## src/rtl/pqcd_pkg.sv

```systemverilog
// Package for the priority queue with class-selective take.
// Holds the entry and link types, field widths and request codes; no dependencies.
package pqcd_pkg;

  localparam int ClassW = 4;
  localparam int PrioW  = 2;
  localparam int OccW   = 5;
  localparam int CapW   = 5;

  localparam logic [CapW-1:0] CapReset = 5'd16;

  typedef enum logic {
    MODE_ENQUEUE = 1'b0,
    MODE_TAKE    = 1'b1
  } mode_t;

  typedef struct packed {
    logic [ClassW-1:0] cls;
    logic [PrioW-1:0]  prio;
  } entry_t;

  // Carried from each cell to the one behind it.
  typedef struct packed {
    logic             lower;
    logic             hit;
    logic [PrioW-1:0] prio;
  } link_t;

  // Broadcast to every cell.
  typedef struct packed {
    logic   en;
    logic   take;
    entry_t ent;
  } op_t;

endpackage

```

## src/rtl/pqcd_cell.sv

```systemverilog
// One storage cell of the ordered queue row.
// Depends on pqcd_pkg for the entry, link and operation types.
module pqcd_cell (
  input  logic             clk,
  input  logic             occupied,
  input  pqcd_pkg::op_t    op,
  input  pqcd_pkg::link_t  link_i,
  input  pqcd_pkg::entry_t left_i,
  input  pqcd_pkg::entry_t right_i,
  output pqcd_pkg::link_t  link_o,
  output pqcd_pkg::entry_t ent_o
);

  pqcd_pkg::entry_t ent_r;
  pqcd_pkg::entry_t ent_nxt;
  logic             lower_self;
  logic             match;

  always_comb begin
    lower_self  = !occupied || (ent_r.prio < op.ent.prio);
    match       = occupied && (ent_r.cls == op.ent.cls);
    link_o.lower = lower_self;
    link_o.hit   = link_i.hit || match;
    link_o.prio  = link_i.hit ? link_i.prio : (match ? ent_r.prio : '0);
    ent_nxt = ent_r;
    if (op.take) begin
      if (link_i.hit || match) begin
        ent_nxt = right_i;
      end
    end else if (lower_self) begin
      ent_nxt = link_i.lower ? left_i : op.ent;
    end
  end

  always_ff @(posedge clk) begin
    if (op.en) begin
      ent_r <= ent_nxt;
    end
  end

  assign ent_o = ent_r;

endmodule

```

## src/rtl/priority_queue_class_dequeue.sv

```systemverilog
// Top level of the bounded priority queue with class-selective take.
// Depends on pqcd_pkg and instantiates a row of pqcd_cell.
//
// The queue keeps up to QUEUE_DEPTH requests ordered by priority, highest at
// the head and equal priorities in arrival order. An enqueue request inserts
// before the first entry of lower priority and is refused once occupancy
// reaches the capacity register (reset value 16, limited to QUEUE_DEPTH) or
// when its class is not below NUM_CLASSES. A take request removes the entry
// nearest the head with the given class and reports its priority. The result
// of each request is registered, and one request can be accepted per clock
// unless out_stall holds back a pending result; the path that sets this rate
// is the compare and shift across the cell row, with the first-match flag
// rippling through the cells. Reset empties the queue.
module priority_queue_class_dequeue #(
  parameter int QUEUE_DEPTH     = 16,
  parameter int NUM_CLASSES     = 16,
  parameter int PRIORITY_LEVELS = 4
) (
  input  logic                         clk,
  input  logic                         rst_n,
  input  logic                         in_valid,
  output logic                         in_stall,
  input  logic                         in_mode,
  input  logic [pqcd_pkg::ClassW-1:0]  in_req_class,
  input  logic [pqcd_pkg::PrioW-1:0]   in_req_priority,
  output logic                         out_valid,
  input  logic                         out_stall,
  output logic                         out_done_ok,
  output logic [pqcd_pkg::PrioW-1:0]   out_taken_priority,
  output logic [pqcd_pkg::OccW-1:0]    out_occupancy,
  input  logic                         cfg_valid,
  output logic                         cfg_ready,
  input  logic [pqcd_pkg::CapW-1:0]    cfg_data
);

  localparam int CntW = $clog2(QUEUE_DEPTH + 1);
  localparam int CmpW = (CntW > pqcd_pkg::CapW) ? CntW : pqcd_pkg::CapW;

  logic [CntW-1:0]              count_r;
  logic [CntW-1:0]              count_nxt;
  logic [pqcd_pkg::CapW-1:0]    cap_r;
  logic                         out_valid_r;
  logic                         out_valid_nxt;
  logic                         out_done_ok_r;
  logic [pqcd_pkg::PrioW-1:0]   out_taken_priority_r;
  logic [pqcd_pkg::OccW-1:0]    out_occupancy_r;

  logic                         accept;
  logic                         is_take;
  logic                         class_ok;
  logic                         full;
  logic                         enq_ok;
  logic                         found;
  logic [pqcd_pkg::PrioW-1:0]   prio_sat;
  pqcd_pkg::op_t                op;
  pqcd_pkg::entry_t             ents [QUEUE_DEPTH];
  pqcd_pkg::link_t              links [QUEUE_DEPTH+1];

  assign in_stall  = out_valid_r && out_stall;
  assign accept    = in_valid && !in_stall;
  assign cfg_ready = 1'b1;

  always_comb begin
    is_take  = (in_mode == pqcd_pkg::MODE_TAKE);
    class_ok = (32'(in_req_class) < NUM_CLASSES);
    prio_sat = (32'(in_req_priority) >= PRIORITY_LEVELS) ?
               pqcd_pkg::PrioW'(PRIORITY_LEVELS - 1) : in_req_priority;
    full     = (CmpW'(count_r) >= CmpW'(cap_r)) || (count_r >= CntW'(QUEUE_DEPTH));
    enq_ok   = !is_take && class_ok && !full;
    op.en       = accept && (is_take || enq_ok);
    op.take     = is_take;
    op.ent.cls  = in_req_class;
    op.ent.prio = prio_sat;
  end

  assign links[0] = '0;

  for (genvar g = 0; g < QUEUE_DEPTH; g++) begin : g_cell
    pqcd_cell u_cell (
      .clk      (clk),
      .occupied (count_r > CntW'(g)),
      .op       (op),
      .link_i   (links[g]),
      .left_i   ((g == 0) ? op.ent : ents[(g == 0) ? 0 : g - 1]),
      .right_i  ((g == QUEUE_DEPTH - 1) ? op.ent
                 : ents[(g == QUEUE_DEPTH - 1) ? g : g + 1]),
      .link_o   (links[g+1]),
      .ent_o    (ents[g])
    );
  end

  assign found = links[QUEUE_DEPTH].hit;

  always_comb begin
    count_nxt = count_r;
    if (accept) begin
      if (enq_ok) begin
        count_nxt = count_r + CntW'(1);
      end else if (is_take && found) begin
        count_nxt = count_r - CntW'(1);
      end
    end
    if (accept) begin
      out_valid_nxt = 1'b1;
    end else if (!out_stall) begin
      out_valid_nxt = 1'b0;
    end else begin
      out_valid_nxt = out_valid_r;
    end
  end

  always_ff @(posedge clk) begin
    if (!rst_n) begin
      count_r     <= '0;
      cap_r       <= pqcd_pkg::CapReset;
      out_valid_r <= 1'b0;
    end else begin
      count_r     <= count_nxt;
      out_valid_r <= out_valid_nxt;
      if (cfg_valid && cfg_ready) begin
        cap_r <= cfg_data;
      end
    end
  end

  always_ff @(posedge clk) begin
    if (accept) begin
      out_done_ok_r        <= is_take ? found : enq_ok;
      out_taken_priority_r <= is_take ? links[QUEUE_DEPTH].prio : '0;
      out_occupancy_r      <= pqcd_pkg::OccW'(count_nxt);
    end
  end

  assign out_valid          = out_valid_r;
  assign out_done_ok        = out_done_ok_r;
  assign out_taken_priority = out_taken_priority_r;
  assign out_occupancy      = out_occupancy_r;

endmodule
```

## config.mk

```make
export PLATFORM = sky130hd
export DESIGN_NAME = priority_queue_class_dequeue
export DESIGN_NICKNAME = d
export VERILOG_FILES = /design/src/rtl/pqcd_pkg.sv /design/src/rtl/pqcd_cell.sv /design/src/rtl/priority_queue_class_dequeue.sv
export SDC_FILE = /design/constraint.sdc
export NUM_CORES = 1
export LEC_CHECK = 0
export BUFFER_PORTS_ARGS = -buffer_cell sky130_fd_sc_hd__buf_2
export CAP_MARGIN = 20
export CORE_UTILIZATION = 49
export DETAILED_ROUTE_END_ITERATION = 7
export GPL_TIMING_DRIVEN = 0
export PLACE_DENSITY = 0.65
export SYNTH_ARGS = -nofsm -noshare
export SYNTH_HDL_FRONTEND = slang
export SYNTH_SLANG_ARGS = --single-unit
```

## constraint.sdc

```tcl
create_clock -name clk -period 4 [get_ports clk]
set_input_delay 0.2 -clock clk [delete_from_list [all_inputs] [get_ports clk]]
set_output_delay 0.2 -clock clk [all_outputs]
set_load 0.005 [all_outputs]
```

==> impl_metrics.json <==
{
  "fin_skew_ps": 8.53,
  "p_switching_mw": 1.14,
  "period_needed_ps": 4040,
  "cts.clk_slew.worst_paths_ps": 50,
  "seq_power_share_pct": 40.6,
  "synthXorXnorAreaFrac_pct": 7.31,
  "multi_input_area_um2": 4320,
  "max_slew_margin_pct": 30.2,
  "muxShareOfSynthArea_pct": 12.9,
  "wl_per_cell_um": 22.4,
  "grt_pass1_wl_um": 36700,
  "combPwrFrac_pct": 21.4,
  "synth_nets": 850,
  "synth-edff-count": 104,
  "startpoint_type": "flop",
  "regArea_um2": 3340,
  "cp-end-kind": "flop",
  "grt_setup_unrepaired": "true",
  "drive_gt1_share_pct": 12.6,
  "synth-simple-area-share_pct": 14.5,
  "async_flop_share_pct": 0,
  "cts_sinks": 115,
  "synth_cell_type_count": 78,
  "drtIter0Drc": 718,
  "ys_warn_count": 0,
  "synth_top_family_by_area": "compound AO/OA/AOI/OAI gates",
  "postRouteAntennaNets": 0,
  "grt_pass1_vias": 6616,
  "finalWeightedCongestion": 0.969,
  "grt_util_all_layers_pct": 29.6,
  "synth_seq_area_share_pct": 41.7,
  "p_per_area_nw_per_um2": 432,
  "p_int_mw": 2.76,
  "cts_tree": "built",
  "coreArea_um2": 15900,
  "root_buffer": "clkbuf_16",
  "slew_viol_final": 0,
  "min_path_type": "input port to flop",
  "clock_latency_ps": 420,
  "hold_viol": 0,
  "place_hpwl_um": 17300,
  "die_x_um": 130,
  "syn_inst": 807,
  "period_share_pct": 101,
  "worstPathMaxFanout": 10,
  "p_sw_share_pct": 29.3,
  "cts_buffer_depth": 2,
  "synthAdderAreaFrac_pct": 4.05,
  "setup_viol": 6,
  "fin_nets": 894,
  "ios": 28,
  "num_rows": 46,
  "diodes": 0,
  "leakage_nw": 3.08,
  "start_util_pct": 50.3,
  "synth.avg_cell_area_um2": 9.95,
  "portBuffers": 21,
  "cts_setup_buffers": 0,
  "place_area_um2": 8400,
  "failed_checks": "setup timing",
  "synthFlopType": "edfxtp_1",
  "layout_commonest_cell": "nand2_1",
  "fill_cells": 1427,
  "crit_required_ps": 4040,
  "pwr-share-clk_pct": 38.0,
  "maxCapViolCount": 0,
  "syn2layout_area_growth_pct": 12.6,
  "overflow": 0,
  "drc": 0,
  "grt_antenna_before_repair": 0,
  "max-vdd-ir-drop_mv": 0.324,
  "r2r_slack_ps": -40,
  "finalInstanceArea_um2": 9030,
  "setup_tns_ps": -212,
  "status": "finished, violations left",
  "fin_total_pwr_mw": 3.90,
  "worstMarginPinSlew_ps": 1040,
  "synth_area_um2": 8030,
  "vias": 6748,
  "grt_start_max_net_pins": 18,
  "whs_ps": 35.9,
  "ys_ff_latch": 115,
  "drt_wl_total_um": 24200,
  "synth-compound-area-share_pct": 14.7,
  "fmax_mhz": 248,
  "cts_max_level": 4,
  "routed_via_density": 6.25,
  "die-area_um2": 16900,
  "die_y_um": 130,
  "path_class": "flop to flop",
  "numCtsBuffers": 17,
  "final_cell_mix": "108 x nand2_1, 104 x edfxtp_1, 90 x mux2i_1",
  "setup_ws_ps": -35.5,
  "crit_arrival_ps": 4080,
  "firstDrtPassIters": 6
}
## path summary, 6_finish.rpt
kind / startpoint / endpoint / cells past startpoint
max: count_r[0]$_SDFF_PN0_ / g_cell[5].u_cell.ent_o[2]$_DFFE_PP_ / 11
min: cfg_data[1] / cap_r[1]$_SDFFE_PN0P_ / 3
max reg2reg: count_r[0]$_SDFF_PN0_ / g_cell[5].u_cell.ent_o[2]$_DFFE_PP_ / 11
min reg2reg: cap_r[2]$_SDFFE_PN0P_ / cap_r[2]$_SDFFE_PN0P_ / 2
## critical path: stages (launching register included)
cell	delay, ps
dfxtp_1	360
buf_4	200
inv_1	130
ha_1	310
nand2b_1	150
a21o_1	170
a21o_1	190
a21o_1	180
a211oi_1	280
o21ai_1	320
clkbuf_1	460
a211oi_1	920
## state kept, by name, indices dropped and copies added (netlist names)
name	flops
g_cell.u_cell.ent_o	96
cap_r	5
count_r	5
out_occupancy	5
out_taken_priority	2
out_done_ok	1
out_valid	1
## synth_stat cells (3+ instances only)
| master | instances | area (um^2) |
|---|---|---|
| nand2_1 | 108 | 405 |
| ha_1 | 26 | 325 |
| a211oi_1 | 13 | 97.6 |
| nor2b_1 | 4 | 25.0 |
| inv_1 | 16 | 60.1 |
| nor2_1 | 37 | 139 |
| o21ai_0 | 89 | 445 |
| nor2_2 | 3 | 18.8 |
| xnor2_1 | 49 | 429 |
| buf_6 | 5 | 56.3 |
| mux2i_1 | 90 | 901 |
| edfxtp_1 | 104 | 3120 |
| xor2_1 | 18 | 158 |
| o21a_1 | 5 | 37.5 |
| nand3_1 | 7 | 35.0 |
| clkbuf_1 | 32 | 120 |
| a211o_1 | 4 | 35.0 |
| a21o_1 | 3 | 22.5 |
| or2_2 | 3 | 18.8 |
| a31oi_1 | 3 | 18.8 |
| mux2_2 | 12 | 135 |
| nand4_1 | 13 | 81.3 |
| nor3_1 | 9 | 45.0 |
| dfxtp_1 | 11 | 220 |
| or2_1 | 4 | 25.0 |
| a21oi_1 | 35 | 175 |
| nand3b_1 | 3 | 22.5 |
| o21ai_1 | 7 | 35.0 |
| and2_1 | 7 | 43.8 |
| buf_4 | 10 | 75.1 |
| nand2b_1 | 15 | 93.8 |
## routing by layer
metal  vias to the layer above  routed length [um]  GRT usage (%)
met4                         0                 954           15.4
met2                       334               11000           46.0
met5                         -                   0              0
li1                       3018                   -              -
met1                      3332               10300           38.4
met3                        64                1920           7.01
## metrics by stage
stage / instances / worst slack, ps / utilization, %
3_5_place_dp: 1044 / -5.59 / 52.7
6_report: 1080 / -35.5 / 56.7
3_3_place_gp: 1044 / 183 / 52.7
4_1_cts: 1078 / 2.92 / 56.5
2_1_floorplan: 807 / 949 / -
5_1_grt: 1080 / -133 / 56.7
## power by group through the flow
stage | combinational (mW) | sequential (mW) | clock, mW
4_1_cts | 0.813 | 1.58 | 1.49
5_1_grt | 0.901 | 1.59 | 1.54
6_report | 0.835 | 1.58 | 1.48
3_3_place_gp | 0.778 | 1.60 | 0
3_5_place_dp | 0.805 | 1.60 | 0
2_1_floorplan | 0.597 | 1.56 | 0
## final cells by class
type                       count  area share [%]
multi-input combinational    620            47.8
sequential                   115            37.0
clock buffer                  30            6.29
buffer                        54            3.53
tap                          216            2.99
timing repair buffer          25            1.52
inverter                      18           0.748
clock inverter                 2           0.111
## kinds of logic after synthesis
family / Yosys count
mux: 102
xor+xnor: 67
other cells: 1
fa+ha+maj: 26
simple gates: 232
buf+inv: 72
flops: 115
compound gates: 192
## repair_timing
item,4_1_cts,5_1_grt
hold buffers,2,0
endpoints found under the setup margin,6,36
endpoints found under the hold margin,2,0
gates resized for setup,1,3
No activity file was read; power rests on OpenSTA's default activity.
